## src/sida_pkg.sv

```systemverilog
package sida_pkg;

	localparam int VALUE_WIDTH_DEF = 16;
	localparam int CHAR_WIDTH      = 6;

	localparam logic [CHAR_WIDTH-1:0] CHAR_ZERO  = 6'd48;
	localparam logic [CHAR_WIDTH-1:0] CHAR_MINUS = 6'd45;

	typedef enum logic [2:0] {
		ST_IDLE,
		ST_CONV,
		ST_SKIP,
		ST_SIGN,
		ST_DIGIT
	} state_t;

	typedef struct packed {
		logic load;
		logic step;
		logic skip;
		logic emit_sign;
		logic emit_digit;
	} cmd_t;

	typedef struct packed {
		logic conv_done;
		logic top_zero;
		logic one_left;
		logic negative;
		logic out_free;
	} status_t;

	// decimal digits needed for the largest unsigned value of w bits
	function automatic int num_digits(int w);
		longint unsigned v;
		int n;
		v = (64'd1 << w) - 64'd1;
		n = 0;
		for (int i = 0; i < 20; i++) begin
			if (v != 0) begin
				v = v / 10;
				n++;
			end
		end
		return n;
	endfunction

endpackage

```

## src/sida_ctrl.sv

```systemverilog
module sida_ctrl (
	input  logic              clk,
	input  logic              arst_n,
	input  logic              in_valid,
	output logic              in_ready,
	input  sida_pkg::status_t status,
	output sida_pkg::cmd_t    cmd
);

	sida_pkg::state_t state_q;
	sida_pkg::state_t state_d;

	always_ff @(posedge clk or negedge arst_n) begin
		if (!arst_n) begin
			state_q <= sida_pkg::ST_IDLE;
		end else begin
			state_q <= state_d;
		end
	end

	always_comb begin
		state_d = state_q;
		case (state_q)
			sida_pkg::ST_IDLE: begin
				if (in_valid) state_d = sida_pkg::ST_CONV;
			end
			sida_pkg::ST_CONV: begin
				if (status.conv_done) state_d = sida_pkg::ST_SKIP;
			end
			sida_pkg::ST_SKIP: begin
				if (!status.top_zero || status.one_left) begin
					state_d = status.negative ? sida_pkg::ST_SIGN : sida_pkg::ST_DIGIT;
				end
			end
			sida_pkg::ST_SIGN: begin
				if (status.out_free) state_d = sida_pkg::ST_DIGIT;
			end
			sida_pkg::ST_DIGIT: begin
				if (status.out_free && status.one_left) state_d = sida_pkg::ST_IDLE;
			end
			default: state_d = sida_pkg::ST_IDLE;
		endcase
	end

	always_comb begin
		cmd      = '0;
		in_ready = 1'b0;
		case (state_q)
			sida_pkg::ST_IDLE: begin
				in_ready = 1'b1;
				cmd.load = in_valid;
			end
			sida_pkg::ST_CONV:  cmd.step = 1'b1;
			sida_pkg::ST_SKIP:  cmd.skip = status.top_zero && !status.one_left;
			sida_pkg::ST_SIGN:  cmd.emit_sign = status.out_free;
			sida_pkg::ST_DIGIT: cmd.emit_digit = status.out_free;
			default: begin
				cmd      = '0;
				in_ready = 1'b0;
			end
		endcase
	end

endmodule

```

## src/sida_dp.sv

```systemverilog
module sida_dp #(
	parameter int VALUE_WIDTH = sida_pkg::VALUE_WIDTH_DEF
) (
	input  logic                              clk,
	input  logic                              arst_n,
	input  logic signed [VALUE_WIDTH-1:0]     value,
	input  sida_pkg::cmd_t                    cmd,
	output sida_pkg::status_t                 status,
	output logic                              out_valid,
	input  logic                              out_ready,
	output logic [sida_pkg::CHAR_WIDTH-1:0]   character,
	output logic                              last
);

	localparam int NumDigits = sida_pkg::num_digits(VALUE_WIDTH);
	localparam int BcdW      = 4 * NumDigits;
	localparam int BitCntW   = $clog2(VALUE_WIDTH);
	localparam int DigCntW   = $clog2(NumDigits + 1);

	logic [VALUE_WIDTH-1:0] mag_q;
	logic [BcdW-1:0]        bcd_q;
	logic [BcdW-1:0]        bcd_adj;
	logic [BitCntW-1:0]     bit_cnt_q;
	logic [DigCntW-1:0]     dig_cnt_q;
	logic                   neg_q;
	logic                   out_valid_q;
	logic [sida_pkg::CHAR_WIDTH-1:0] char_q;
	logic                   last_q;
	logic [3:0]             top_digit;

	assign top_digit = bcd_q[BcdW-1 -: 4];

	// add-3 correction on every BCD digit before the shift
	always_comb begin
		for (int i = 0; i < NumDigits; i++) begin
			if (bcd_q[4*i +: 4] >= 4'd5) begin
				bcd_adj[4*i +: 4] = bcd_q[4*i +: 4] + 4'd3;
			end else begin
				bcd_adj[4*i +: 4] = bcd_q[4*i +: 4];
			end
		end
	end

	always_ff @(posedge clk) begin
		if (cmd.load) begin
			neg_q     <= value[VALUE_WIDTH-1];
			mag_q     <= value[VALUE_WIDTH-1] ? VALUE_WIDTH'(-value) : VALUE_WIDTH'(value);
			bcd_q     <= '0;
			bit_cnt_q <= BitCntW'(VALUE_WIDTH - 1);
			dig_cnt_q <= DigCntW'(NumDigits);
		end else if (cmd.step) begin
			{bcd_q, mag_q} <= {bcd_adj[BcdW-2:0], mag_q, 1'b0};
			bit_cnt_q      <= bit_cnt_q - 1'b1;
		end else if (cmd.skip || cmd.emit_digit) begin
			bcd_q     <= {bcd_q[BcdW-5:0], 4'd0};
			dig_cnt_q <= dig_cnt_q - 1'b1;
		end
	end

	// output word register
	always_ff @(posedge clk or negedge arst_n) begin
		if (!arst_n) begin
			out_valid_q <= 1'b0;
		end else if (cmd.emit_sign || cmd.emit_digit) begin
			out_valid_q <= 1'b1;
		end else if (out_ready) begin
			out_valid_q <= 1'b0;
		end
	end

	always_ff @(posedge clk) begin
		if (cmd.emit_sign) begin
			char_q <= sida_pkg::CHAR_MINUS;
			last_q <= 1'b0;
		end else if (cmd.emit_digit) begin
			char_q <= sida_pkg::CHAR_ZERO + sida_pkg::CHAR_WIDTH'(top_digit);
			last_q <= (dig_cnt_q == DigCntW'(1));
		end
	end

	assign status.conv_done = (bit_cnt_q == '0);
	assign status.top_zero  = (top_digit == 4'd0);
	assign status.one_left  = (dig_cnt_q == DigCntW'(1));
	assign status.negative  = neg_q;
	assign status.out_free  = !out_valid_q || out_ready;

	assign out_valid = out_valid_q;
	assign character = char_q;
	assign last      = last_q;

endmodule

```

## src/signed_int_to_decimal_ascii_core.sv

```systemverilog
// channel  | handshake            | payload
// ---------+----------------------+-------------------------------------------
// in       | in_valid / in_ready  | value [VALUE_WIDTH-1:0] signed
// out      | out_valid / out_ready| character [5:0], last (final word of text)
//
// One value at a time: the shift-and-add-3 conversion takes one magnitude bit per
// cycle, leading zero digits are then skipped, and the sign when negative and the
// digits follow at one character per cycle while the output is not stalled.
// A new value is taken while the last character still waits in the output register.
// Reset (arst_n low) returns to idle and drops any pending word.
// Output stalls hold the character sequencer; conversion itself never stalls.
module signed_int_to_decimal_ascii_core #(
	parameter int VALUE_WIDTH = sida_pkg::VALUE_WIDTH_DEF
) (
	input  logic                            clk,
	input  logic                            arst_n,
	input  logic                            in_valid,
	output logic                            in_ready,
	input  logic signed [VALUE_WIDTH-1:0]   value,
	output logic                            out_valid,
	input  logic                            out_ready,
	output logic [sida_pkg::CHAR_WIDTH-1:0] character,
	output logic                            last
);

	sida_pkg::cmd_t    cmd;
	sida_pkg::status_t status;

	sida_ctrl u_ctrl (
		.clk      (clk),
		.arst_n   (arst_n),
		.in_valid (in_valid),
		.in_ready (in_ready),
		.status   (status),
		.cmd      (cmd)
	);

	sida_dp #(
		.VALUE_WIDTH (VALUE_WIDTH)
	) u_dp (
		.clk       (clk),
		.arst_n    (arst_n),
		.value     (value),
		.cmd       (cmd),
		.status    (status),
		.out_valid (out_valid),
		.out_ready (out_ready),
		.character (character),
		.last      (last)
	);

endmodule

```

## config.mk

```make
export PLATFORM = sky130hd
export DESIGN_NAME = signed_int_to_decimal_ascii_core
export DESIGN_NICKNAME = d
export VERILOG_FILES = /design/src/sida_pkg.sv /design/src/sida_ctrl.sv /design/src/sida_dp.sv /design/src/signed_int_to_decimal_ascii_core.sv
export SDC_FILE = /design/constraint.sdc
export NUM_CORES = 1
export LEC_CHECK = 0
export ABC_AREA = 1
export BUFFER_PORTS_ARGS = -buffer_cell sky130_fd_sc_hd__buf_2
export CAP_MARGIN = 20
export CELL_PAD_IN_SITES_DETAIL_PLACEMENT = 2
export CELL_PAD_IN_SITES_GLOBAL_PLACEMENT = 2
export CORE_MARGIN = 2
export CORE_UTILIZATION = 37
export CTS_CLUSTER_DIAMETER = 80
export DETAILED_ROUTE_END_ITERATION = 7
export PLACE_DENSITY = 0.83
export REMOVE_ABC_BUFFERS = 1
export SLEW_MARGIN = 20
export SYNTH_ARGS = -nofsm -noshare
export SYNTH_HDL_FRONTEND = slang
export SYNTH_HIERARCHICAL = 1
export SYNTH_SLANG_ARGS = --single-unit
```

## constraint.sdc

```tcl
create_clock -name clk -period 3.4 [get_ports clk]
set_clock_uncertainty 0.2 [all_clocks]
set_input_delay 0.17 -clock clk [delete_from_list [all_inputs] [get_ports clk]]
set_output_delay 0.17 -clock clk [all_outputs]
set_load 0.02 [all_outputs]
```

==> key figures, run 1 <==
Critical path
  – CP max stage cell: sky130_fd_sc_hd__nand2_1
  – Worst setup path category: reg -> reg
  – Worst-path fanout max: 22
  – Worst Path Required: 3.12 ns
  – Critical Path End Type: flip-flop
  – FF-to-FF setup slack: 0.93 ns
  – Startpoint class of the critical path: flip-flop
  – CP Cell Sequence: inv_1 > nor2_2 > nand2_1 > inv_1 > buf_4 > inv_2 > nand2_1
  – Slowest stage delay, CP: 0.51 ns
  – Critical path data arrival time: 2.19 ns

Timing
  – Headroom to the max-slew limit: 56.7%
  – Aggregate negative setup slack: 0 ns
  – Final clock period utilization by the worst path: 72.6%
  – Final hold slack: 0.0472 ns
  – Max-slew violations: 0
  – Setup violators final: 0
  – Top achievable clock speed: 405 MHz
  – Number of endpoints with negative hold slack in the final report: 0
  – Minimum clock period: 2.47 ns
  – RSZ-0062 raised after global routing: no
  – Pin slew with the least headroom to its limit: 0.647 ns

Yosys
  – Multiplexer share of the synthesized area: 0%
  – Dominant combinational cell family by area after synthesis: simple AND/OR/NAND/NOR gates
  – Share of synthesized area occupied by flip-flops and latches: 39.3%
  – Netlist cell types: 37
  – Most used flip-flop cell after synthesis: sky130_fd_sc_hd__dfxtp_1
  – Post-Synth XOR/XNOR Area: 2.44%
  – Simple-gate share of the synthesized area: 28.9%
  – Synth warn: 6
  – Number of flops mapped to enable cells by yosys: 17
  – Adder and majority gate portion of the synthesized area: 5.42%
  – Gate count after technology mapping: 446
  – Asr flop ratio synth: 7.41%
  – Area fraction in compound gates after synthesis: 14.4%
  – Total of flip-flops plus latches after synthesis: 54
  – Mapped Avg Cell Area: 7.25 um^2
  – Post-Synthesis Cell Area: 0.00323 mm^2

Drt
  – Remaining antenna violation count after routing: 0
  – Routed wire length: 9.37 mm
  – Routed via count divided by cell count: 5.29
  – 1st-pass router iterations: 4
  – Violation count after the first detailed-route iteration: 39
  – Detail-routed net length per standard cell: 16.0 um
  – Total DRC errors in the routed layout: 0
  – Overall via count from detail_route: 3090

Cells and area
  – Area added between synthesis and finish: 11.9%
  – Number of filler instances in the final layout: 1045
  – Commonest cells after routing, fill and taps aside: sky130_fd_sc_hd__nand2_1, sky130_fd_sc_hd__inv_1, sky130_fd_sc_hd__o21ai_0
  – Layout net count: 509
  – Post-Layout Cell Count: 584
  – Layout Cell Area excl Fill: 0.00362 mm^2
  – Footprint of the multi-input gates: 0.00166 mm^2
  – Fraction of final layout cells sized beyond drive strength 1: 11.8%
  – Area taken by flip-flops and latches: 0.00127 mm^2
  – Most common cell after layout, fill and taps aside: sky130_fd_sc_hd__nand2_1
  – Ant diodes: 0

Power
  – Worst VDD drop: 0.237 mV
  – P_leak: 1.68 nW
  – Power density of the placed cells: 910 mW/mm^2

Floorplan
  – Die H: 97.5 um
  – Top-level I/O count: 29
  – Total core area: 0.00859 mm^2
  – Starting Density: 37.6%
  – Full die area: 0.00950 mm^2
  – Number of rows created at floorplan: 34
  – Die width: 97.5 um

GRT
  – Global-route wire length before repair: 16.3 mm
  – Vias in the first global route: 3342
  – Global route overflow: 0
  – Initial antenna violation count: 0
  – Global-route usage over all layers: 20.9%
  – Maximum number of pins on one net before global-route repair: 31

Clock network
  – Clk Latency, worst-skew pair: 0.31 ns
  – CTS clock-pin slew for the worst setup and hold paths: 0.10 ns
  – Maximum buffer depth of the clock tree: 2
  – Number of post-CTS setup repair buffers: 0
  – Number of sinks on the clock net: 54
  – Quantity of gates resized following cts: 0
  – CTS H-tree depth: 2
  – Clock buffer count from CTS: 5
  – Clk root buf: sky130_fd_sc_hd__clkbuf_8
  – Clock tree from TritonCTS: built

Placed design
  – I/O Buffers: 27
  – Total instance count after detailed placement: 572
  – Post-DP HPWL: 6.89 mm
  – Global placement routability congestion: 0.826
  – Total placed instance area: 0.00347 mm^2

Worst hold path
  – Min-Delay Path Class: in -> reg

Status
  – Run status: finished, final reports clean

Flow run
  – Maxcap violations: 0
-- final timing paths --
check                                               start                              to  cells after the start
max                         u_ctrl/state_q[0]$_DFFE_PN0P_        u_dp/mag_q[11]$_DFFE_PP_                      7
min                                             value[15]            u_dp/neg_q$_DFFE_PP_                      1
max reg2reg                 u_ctrl/state_q[0]$_DFFE_PN0P_        u_dp/mag_q[11]$_DFFE_PP_                      7
min reg2reg                u_dp/character[1]$_SDFFE_PP0P_  u_dp/character[1]$_SDFFE_PP0P_                      2
max in group asynchronous                          arst_n      u_dp/out_valid$_DFFE_PN0P_                      3
min in group asynchronous                          arst_n   u_ctrl/state_q[0]$_DFFE_PN0P_                      3
-- per-stage QoR --
step,power [W],worst slack (ns),util (%)
floorplan,0.00232,-0.0265,-
global placement,0.00274,1.06,40.3
detailed placement,0.00285,0.986,40.3
CTS,0.00332,0.948,42.1
global route,0.00362,0.743,42.1
finish,0.00329,0.932,42.1
-- Yosys cell counts (4+ instances only) --
cell type                  instances  area, um^2
sky130_fd_sc_hd__nand4_1           9        56.3
sky130_fd_sc_hd__xor2_1            5        43.8
sky130_fd_sc_hd__dfrtp_1           4         100
sky130_fd_sc_hd__inv_1            57         214
sky130_fd_sc_hd__nand3b_1          4        30.0
sky130_fd_sc_hd__nand3_1          36         180
sky130_fd_sc_hd__o21ai_0          37         185
sky130_fd_sc_hd__ha_1             14         175
sky130_fd_sc_hd__nor2_1           33         124
sky130_fd_sc_hd__buf_2             4        20.0
sky130_fd_sc_hd__xnor2_1           4        35.0
sky130_fd_sc_hd__a21oi_1          24         120
sky130_fd_sc_hd__clkbuf_1          6        22.5
sky130_fd_sc_hd__edfxtp_1         17         510
sky130_fd_sc_hd__a31oi_1           7        43.8
sky130_fd_sc_hd__o22ai_1           5        31.3
sky130_fd_sc_hd__nand2_1         111         417
sky130_fd_sc_hd__dfxtp_1          33         661
sky130_fd_sc_hd__inv_2             5        18.8
-- final cells by class --
class                   count  share of cell area [%]
inverters                  62                    6.43
multi-input cells         317                    46.0
repair buffers             35                    5.67
clock inverters             2                    1.04
well taps                 108                    3.74
flip-flops and latches     54                    35.1
clock buffers               6                    2.01
-- routing by layer --
layer  GRT usage, %  share of wire [%]
met1           25.7                 44
met2           38.7                 52
met3           2.73                2.0
met4           5.13                1.5
met5              0                  0
-- critical path, delay by kind of cell (launching register included) --
kind	cells	cell delay (ns)
and+or+nand+nor	3	0.68
DFF	1	0.45
buffers and inverters	4	0.73
-- sequential cells by signal (all words and copies together), names as in the netlist --
register        count
u_dp/bcd_q         20
u_dp/neg_q          1
u_dp/last           1
u_dp/bit_cnt_q      4
u_dp/dig_cnt_q      3
u_dp/character      5
u_ctrl/state_q      3
u_dp/out_valid      1
u_dp/mag_q         16
-- kinds of logic (layout without fill, tap and decap cells) --
family / after synthesis / count (layout)
xor gates and xnor gates: 9 / 9
AOI/OAI and AO/OA: 83 / 83
other: 1 / 1
and+or+nand+nor: 210 / 210
DFF: 54 / 54
buffers and inverters: 75 / 105
adders and majority gates: 14 / 14
-- where the power goes --
group | leakage [nW] | switching, W | internal [W]
clock network | 0.0514 | 0.000218 | 0.000220
logic | 1.13 | 0.00109 | 0.000531
registers | 0.489 | 0.000206 | 0.00103
total | 1.68 | 0.00151 | 0.00178
-- what timing repair did --
item	in CTS	in global routing
hold buffers	4	0
endpoints found under the hold margin	6	0
setup endpoints to repair	0	0
Note: power is estimated with default switching activity, not from simulation.
==> run 2: changes to the inputs <==
- ABC_AREA: 1 -> 0
- CORE_UTILIZATION: 37 -> 34
- PLACE_DENSITY: 0.83 -> 0.74
- clock period: 3.4 -> 2.1 ns (I/O delays scaled with it)
==> run 2 against run 1 <==
Effect of this change: first-iteration DRC count grew to 2.5 times the previous value; worst setup slack lost 0.89 ns; flip-flop and latch count stayed put; via count decreased by 12%; combinational power is 90% higher; critical path depth grew 1; routed wire length fell by 2.7%; hold slack lost 0.039 ns; final cell count fell by 13%.
==> key figures, run 2 <==
Timing
  – Aggregate negative setup slack: 0 ns (unchanged)
  – Minimum clock period: 2.05 ns (-0.415 ns)
  – Final worst setup slack: 0.0471 ns (-0.885 ns)
  – RSZ-0062 raised after global routing: yes
  – Top achievable clock speed: 487 MHz (+20%)
  – Max-slew violations: 0 (unchanged)
  – Setup violators final: 0 (unchanged)
  – Number of endpoints with negative hold slack in the final report: 0 (unchanged)
  – Final clock period utilization by the worst path: 97.8% (+25 points)

Yosys
  – Netlist cell types: 50 (+35%)
  – Synth warn: 6 (unchanged)
  – Post-synthesis cell type with the largest combined area: sky130_fd_sc_hd__dfxtp_1
  – Post-Synthesis Cell Area: 0.00317 mm^2 (-1.9%)
  – Most used flip-flop cell after synthesis: sky130_fd_sc_hd__dfxtp_1
  – Share of synthesized area occupied by flip-flops and latches: 40.1% (+0.76 points)
  – Gate count after technology mapping: 338 (-24%)
  – Leading post-synthesis cells by instance count: sky130_fd_sc_hd__nor2_1, sky130_fd_sc_hd__dfxtp_1, sky130_fd_sc_hd__a21oi_1, sky130_fd_sc_hd__inv_1, sky130_fd_sc_hd__edfxtp_1
  – Asr flop ratio synth: 7.41% (unchanged)
  – Mapped Avg Cell Area: 9.38 um^2 (+29%)
  – Total of flip-flops plus latches after synthesis: 54 (unchanged)
  – Number of flops mapped to enable cells by yosys: 17 (unchanged)
  – Cell types occupying the most area after synthesis: sky130_fd_sc_hd__dfxtp_1, sky130_fd_sc_hd__edfxtp_1, sky130_fd_sc_hd__ha_1
  – Area share of the largest cell type after synthesis: 20.8% (+0.39 points)
  – Most frequent cell after synthesis: sky130_fd_sc_hd__nor2_1

GRT
  – Global route overflow: 0 (unchanged)
  – Global-route usage over all layers: 18.0% (-3.0 points)
  – Initial antenna violation count: 0 (unchanged)
  – Global-route wire length before repair: 14.7 mm (-9.9%)
  – Maximum number of pins on one net before global-route repair: 29 (-6.5%)
  – Vias in the first global route: 2984 (-11%)

Critical path
  – Worst Path Required: 2.13 ns (-0.99 ns)
  – Crit path from: u_dp/bcd_q[17]$_SDFFE_PP0P_
  – Slowest stage delay, CP: 0.36 ns (-0.15 ns)
  – Cells on worst reg2reg path: 8 (+1)
  – Worst-path fanout max: 3 (-86%)
  – Critical Path End Type: flip-flop
  – Worst setup path category: reg -> reg
  – CP Cell Sequence: inv_2 > buf_4 > buf_4 > ha_1 > nand2b_1 > a21oi_2 > mux2_2 > a211oi_1
  – Cell type group with the largest total delay on the critical path: compound AO/OA/AOI/OAI gates
  – Most frequent CP cell: sky130_fd_sc_hd__buf_4
  – Number of buffer and inverter instances along the worst setup path: 3 (-1)
  – Worst reg2reg path endpoint: u_dp/bcd_q[18]$_SDFFE_PP0P_
  – FF-to-FF setup slack: 0.05 ns (-0.89 ns)
  – Worst path depth: 8 (+1)
  – R2R Path Start: u_dp/bcd_q[17]$_SDFFE_PP0P_
  – Critical path data arrival time: 2.08 ns (-0.11 ns)
  – Startpoint class of the critical path: flip-flop
  – CP max stage cell: sky130_fd_sc_hd__mux2_2

Power
  – P_leak: 1.72 nW (+2.9%)
  – Worst VDD drop: 0.434 mV (+83%)
  – Power density of the placed cells: 1460 mW/mm^2 (+60%)

Drt
  – Routed via count divided by cell count: 5.36 (+1.2%)
  – Detail-routed net length per standard cell: 17.9 um (+12%)
  – Remaining antenna violation count after routing: 0 (unchanged)
  – Overall via count from detail_route: 2726 (-12%)
  – Routed wire length: 9.11 mm (-2.7%)
  – 1st-pass router iterations: 6 (+2)
  – Violation count after the first detailed-route iteration: 98 (+150%)
  – Total DRC errors in the routed layout: 0 (unchanged)

Worst hold path
  – Worst hold stages: 3 (+2)
  – Min-Delay Path Class: in -> reg
  – Min-Delay Startpoint: value[14]
  – Hold EP: u_dp/mag_q[14]$_DFFE_PP_

Floorplan
  – Starting Density: 34.7% (-3.0 points)
  – Die width: 101 um (+3.2%)
  – Total core area: 0.00915 mm^2 (+6.5%)
  – Full die area: 0.0101 mm^2 (+6.5%)
  – Number of rows created at floorplan: 35 (+2.9%)
  – Die H: 101 um (+3.2%)
  – Top-level I/O count: 29 (unchanged)

Clock network
  – Number of sinks on the clock net: 54 (unchanged)
  – CTS H-tree depth: 2 (unchanged)
  – Clk Latency, worst-skew pair: 0.31 ns (about the same)
  – Maximum buffer depth of the clock tree: 2 (unchanged)
  – Clock tree from TritonCTS: built
  – CTS clock-pin slew for the worst setup and hold paths: 0.10 ns (about the same)
  – Clk root buf: sky130_fd_sc_hd__clkbuf_8
  – Clock buffer count from CTS: 5 (unchanged)

Cells and area
  – Area added between synthesis and finish: 26.0%
  – Layout net count: 431 (-15%)
  – Commonest cells after routing, fill and taps aside: sky130_fd_sc_hd__buf_4, sky130_fd_sc_hd__nor2_1, sky130_fd_sc_hd__dfxtp_1
  – Post-Layout Cell Count: 509 (-13%)
  – Ant diodes: 0 (unchanged)
  – Fraction of final layout cells sized beyond drive strength 1: 32.2% (+20 points)
  – Top reg by flops: u_dp/bcd_q
  – Number of filler instances in the final layout: 991 (-5.2%)
  – Largest register FFs: 20 (unchanged)

Status
  – Run status: finished, final reports clean

Placed design
  – Post-DP HPWL: 5.95 mm (-14%)
  – Global placement routability congestion: 0.757 (-8.3%)
  – Placement Setup Slack: -0.198 ns (-1.18 ns)
  – I/O Buffers: 27 (unchanged)
  – Total instance count after detailed placement: 487 (-15%)

Flow run
  – Maxcap violations: 0 (unchanged)
-- run 2: cell count changes after synthesis, sizes merged, moves of 7 or more --
cell,change
xor2,+7
nand3,-38
o21ai,-26
nor3b,+10
nand4,-9
mux2i,+10
a211oi,+15
inv,-44
mux2,+10
nand2,-103
nand2b,+14
nor2b,+8
-- run 2: kinds of logic (layout without fill, tap and decap cells) --
| logic type | count (synthesis) | count (layout) | synth area share [%] |
|---|---|---|---|
| AND/OR/NAND/NOR | 109 | 109 | 18.7 |
| AO/OA/AOI/OAI | 81 | 81 | 17.6 |
| flip-flops | 54 | 54 | 40.1 |
| buffers and inverters | 37 | 97 | 5.13 |
| XOR/XNOR | 22 | 22 | 6.07 |
| multiplexers | 20 | 20 | 6.71 |
| adder cells (fa/ha/maj) | 14 | 14 | 5.52 |
| other | 1 | 1 | 0.118 |
-- run 2: worst max path at each step --
stage,endpoint,slack [ns]
floorplan,u_dp/mag_q[0]$_SDFFCE_PN0P_,-1.01
global placement,u_dp/bcd_q[1]$_SDFFE_PP0P_,-0.03
detailed placement,u_dp/dig_cnt_q[1]$_SDFFE_PP0P_,-0.20
CTS,u_dp/bcd_q[1]$_SDFFE_PP0P_,0.001
global route,u_dp/bcd_q[10]$_SDFFE_PP0P_,-0.08
finish,u_dp/bcd_q[18]$_SDFFE_PP0P_,0.05
-- run 2: area by class of cell --
class                      instances  area [um^2]  area share (%)
tap                              111          139            3.48
inverter                          18         67.6            1.69
multi-input combinational        247         1880            47.1
timing repair buffer              71          522            13.1
clock inverter                     1         30.0           0.752
sequential                        54         1280            31.9
clock buffer                       7         80.1            2.00
-- run 2: timing repair --
item | in CTS | in global routing
pin swaps | 5 | 5
gates cloned | 1 | 1
endpoints found under the setup margin | 21 | 36
setup buffers | 5 | 4
hold buffers | 3 | 0
gates resized for setup | 27 | 18
endpoints found under the hold margin | 5 | 0
-- run 2: per-layer routing --
layer / global-route usage, % / share of wire (%) / up-vias
met5: 0 / 0 / -
met4: 3.48 / 0.60 / 0
met3: 2.29 / 1.7 / 4
met2: 33.7 / 52 / 36
met1: 21.9 / 45 / 1374
li1: - / - / 1312
-- run 2: per-stage QoR --
step / hold WS (ns) / instance area (um^2) / util (%) / power (W)
after global routing: 0.00493 / 4000 / 43.7 / 0.00628
final: 0.00820 / 4000 / 43.7 / 0.00582
after CTS: 0.00113 / 3870 / 42.3 / 0.00555
after floorplan: -0.391 / 3080 / - / 0.00371
after detailed placement: -0.287 / 3600 / 39.3 / 0.00463
after global placement: -0.287 / 3600 / 39.3 / 0.00442
-- run 2: worst reg2reg max path, cell delays in order, from the launching register on --
cell                       delay, ns
sky130_fd_sc_hd__dfxtp_2        0.35
sky130_fd_sc_hd__inv_2          0.05
sky130_fd_sc_hd__buf_4          0.12
sky130_fd_sc_hd__buf_4          0.13
sky130_fd_sc_hd__ha_1           0.18
sky130_fd_sc_hd__nand2b_1       0.17
sky130_fd_sc_hd__a21oi_2        0.19
sky130_fd_sc_hd__mux2_2         0.36
sky130_fd_sc_hd__a211oi_1       0.21
-- run 2: power by group --
group / switching, W / internal, W / total, W
Sequential: 0.000366 / 0.00167 / 0.00204
Combinational: 0.00159 / 0.00148 / 0.00307
Clock: 0.000340 / 0.000371 / 0.000711
Total: 0.00230 / 0.00352 / 0.00582
==> run 3: changes to the inputs <==
- CORE_UTILIZATION: 34 -> 40
- MAX_ROUTING_LAYER: unset -> met4
- PLACE_DENSITY: 0.74 -> 0.82
- clock period: 2.1 -> 2.5 ns (I/O delays scaled with it)
==> run 3 against run 2 <==
Effect of this change: highest routed layer unchanged; sequential share of layout area grew 3.4 points; register-to-register slack is essentially flat; global-route usage grew 1.7 points; core utilization grew 3.2 points; largest cell class unchanged; maximum frequency shrank 16%; largest power group unchanged; routed wire length shrank 8.0%.
==> key figures, run 3 (same netlist as run 2, synthesis figures left out) <==
Drt
  – Routed via count divided by cell count: 5.46 (+2.0%)
  – Violation count after the first detailed-route iteration: 86 (-12%)
  – Overall via count from detail_route: 2557 (-6.2%)
  – 1st-pass router iterations: 4 (-2)
  – Detail-routed net length per standard cell: 17.9 um (about the same)
  – Total DRC errors in the routed layout: 0 (unchanged)
  – Remaining antenna violation count after routing: 0 (unchanged)
  – Routed wire length: 8.38 mm (-8.0%)

Placed design
  – I/O Buffers: 27 (unchanged)
  – Global placement routability congestion: 0.792 (+4.6%)
  – Total placed instance area: 0.00342 mm^2 (-4.9%)
  – Post-DP HPWL: 5.59 mm (-5.9%)

Cells and area
  – Ant diodes: 0 (unchanged)
  – Layout Cell Area excl Fill: 0.00360 mm^2 (-9.8%)
  – Commonest cells after routing, fill and taps aside: sky130_fd_sc_hd__nor2_1, sky130_fd_sc_hd__dfxtp_1, sky130_fd_sc_hd__a21oi_1
  – Fraction of final layout cells sized beyond drive strength 1: 19.7% (-12 points)
  – Number of filler instances in the final layout: 835 (-16%)
  – Layout net count: 399 (-7.4%)
  – Area added between synthesis and finish: 13.6%
  – Top reg by flops: u_dp/bcd_q
  – Final cell utilization of the core: 46.9% (+3.2 points)
  – Most common cell after layout, fill and taps aside: sky130_fd_sc_hd__nor2_1
  – Largest register FFs: 20 (unchanged)

Timing
  – Minimum clock period: 2.44 ns (+0.387 ns)
  – Aggregate negative setup slack: 0 ns (unchanged)
  – Top achievable clock speed: 410 MHz (-16%)
  – Max-slew violations: 0 (unchanged)
  – Setup violators final: 0 (unchanged)
  – Final clock period utilization by the worst path: 97.6% (-0.17 points)
  – Number of endpoints with negative hold slack in the final report: 0 (unchanged)

Critical path
  – Worst reg2reg path endpoint: u_dp/bcd_q[1]$_SDFFE_PP0P_
  – Worst Path Required: 2.54 ns (+0.41 ns)
  – R2R Path Start: u_dp/dig_cnt_q[1]$_SDFFE_PP0P_
  – Worst-path fanout max: 7 (+4)
  – Critical Path End Type: flip-flop
  – Critical path data arrival time: 2.47 ns (+0.39 ns)
  – Worst setup path category: reg -> reg
  – Startpoint class of the critical path: flip-flop
  – Cells on worst reg2reg path: 9 (+1)
  – FF-to-FF setup slack: 0.06 ns (about the same)

Clock network
  – Clock buffer count from CTS: 5 (unchanged)
  – Clk root buf: sky130_fd_sc_hd__clkbuf_8
  – CTS clock-pin slew for the worst setup and hold paths: 0.10 ns (about the same)
  – Maximum buffer depth of the clock tree: 2 (unchanged)
  – Clk Latency, worst-skew pair: 0.32 ns (about the same)
  – Clock tree from TritonCTS: built
  – CTS H-tree depth: 2 (unchanged)
  – Number of sinks on the clock net: 54 (unchanged)
  – Number of post-CTS setup repair buffers: 0 (-5)

GRT
  – Global-route usage over all layers: 19.7% (+1.7 points)
  – Maximum number of pins on one net before global-route repair: 29 (unchanged)
  – Vias in the first global route: 2770 (-7.2%)
  – Global-route wire length before repair: 13.2 mm (-10%)
  – Global route overflow: 0 (unchanged)
  – Initial antenna violation count: 0 (unchanged)

Floorplan
  – Starting Density: 41.3% (+6.6 points)
  – Die width: 93.0 um (-7.5%)
  – Number of rows created at floorplan: 32 (-8.6%)
  – Die H: 93.0 um (-7.5%)
  – Full die area: 0.00866 mm^2 (-14%)
  – Total core area: 0.00769 mm^2 (-16%)
  – Top-level I/O count: 29 (unchanged)

Power
  – Worst VDD drop: 0.432 mV (-0.50%)
  – Power density of the placed cells: 1200 mW/mm^2 (-18%)
  – P_leak: 1.53 nW (-11%)

Worst hold path
  – Worst hold stages: 1 (-2)
  – Hold EP: u_dp/neg_q$_DFFE_PP_
  – Min-Delay Path Class: in -> reg
  – Min-Delay Startpoint: value[15]

Flow run
  – Maxcap violations: 0 (unchanged)

Status
  – Run status: finished, final reports clean
==> run 3: cell types whose count changed in the layout (fill, tap and decap cells not counted), moves of 3 or more <==
cell and delta:
sky130_fd_sc_hd__a211oi_2 -6, sky130_fd_sc_hd__buf_4 -27, sky130_fd_sc_hd__inv_1 +3, sky130_fd_sc_hd__a21oi_1 +4
sky130_fd_sc_hd__a211oi_1 +6, sky130_fd_sc_hd__a21oi_2 -4, sky130_fd_sc_hd__buf_6 -5, sky130_fd_sc_hd__inv_2 -3
==> run 3: worst max-delay path by stage <==
stage,start,end,cells after the start
final,u_dp/dig_cnt_q[1]$_SDFFE_PP0P_,u_dp/bcd_q[1]$_SDFFE_PP0P_,9
after global routing,u_dp/dig_cnt_q[1]$_SDFFE_PP0P_,u_dp/bcd_q[1]$_SDFFE_PP0P_,9
after global placement,u_dp/bcd_q[16]$_SDFFE_PP0P_,u_dp/bcd_q[1]$_SDFFE_PP0P_,9
after floorplan,u_ctrl/state_q[0]$_DFFE_PN0P_,u_dp/mag_q[0]$_SDFFCE_PN0P_,3
after CTS,u_dp/bcd_q[16]$_SDFFE_PP0P_,u_dp/bcd_q[1]$_SDFFE_PP0P_,9
after detailed placement,u_dp/bcd_q[16]$_SDFFE_PP0P_,u_dp/dig_cnt_q[1]$_SDFFE_PP0P_,10
==> run 3: layout make-up <==
type / instances / area, um^2 / share of cell area (%)
Clock buffer: 7 / 97.6 / 2.71
Clock inverter: 1 / 7.51 / 0.208
Inverter: 18 / 67.6 / 1.88
Multi-Input combinational cell: 247 / 1770 / 49.0
Sequential cell: 54 / 1270 / 35.4
Tap cell: 102 / 128 / 3.54
Timing Repair Buffer: 39 / 263 / 7.29
==> run 3: per-stage QoR <==
stage                     worst slack (ns)  hold WS, ns  total power (W)  std cells
after floorplan                     -0.612       -0.371          0.00312        319
after global placement               0.193       -0.263          0.00353        456
after detailed placement            0.0221       -0.264          0.00371        456
after CTS                           0.0321      0.00958          0.00431        467
after global routing               -0.0982      0.00948          0.00471        468
final                               0.0603       0.0205          0.00431        468
==> run 3: metal layers <==
layer  share of wire, %  global-route usage (%)  wire length (um)
met3                2.2                    3.14               185
met5                  0                       -                 0
met1                 44                    22.9              3720
met2                 52                    34.8              4360
met4                1.4                    6.50               118
==> run 3: where the power goes <==
group / switching (W) / internal (W) / total, W
clock network: 0.000303 / 0.000259 / 0.000562
registers: 0.000309 / 0.00140 / 0.00171
logic: 0.00112 / 0.000911 / 0.00204
total: 0.00174 / 0.00257 / 0.00431
==> run 3: repair_timing <==
item	4_1_cts	5_1_grt
cloned	0	1
pin swaps	0	1
setup endpoints to repair	3	19
hold endpoints to repair	5	0
hold buffers	3	0
gates resized for setup	1	6
==> run 3: worst max-delay path, cell delays in order, from the launching register on <==
cell and delay, ns:
sky130_fd_sc_hd__dfxtp_1 0.34, sky130_fd_sc_hd__inv_1 0.08, sky130_fd_sc_hd__ha_1 0.13, sky130_fd_sc_hd__nor2b_1 0.23, sky130_fd_sc_hd__nand2b_1 0.22, sky130_fd_sc_hd__nor3_2 0.08, sky130_fd_sc_hd__nor2_4 0.21, sky130_fd_sc_hd__buf_12 0.15
sky130_fd_sc_hd__or4b_2 0.57, sky130_fd_sc_hd__o21ai_0 0.12
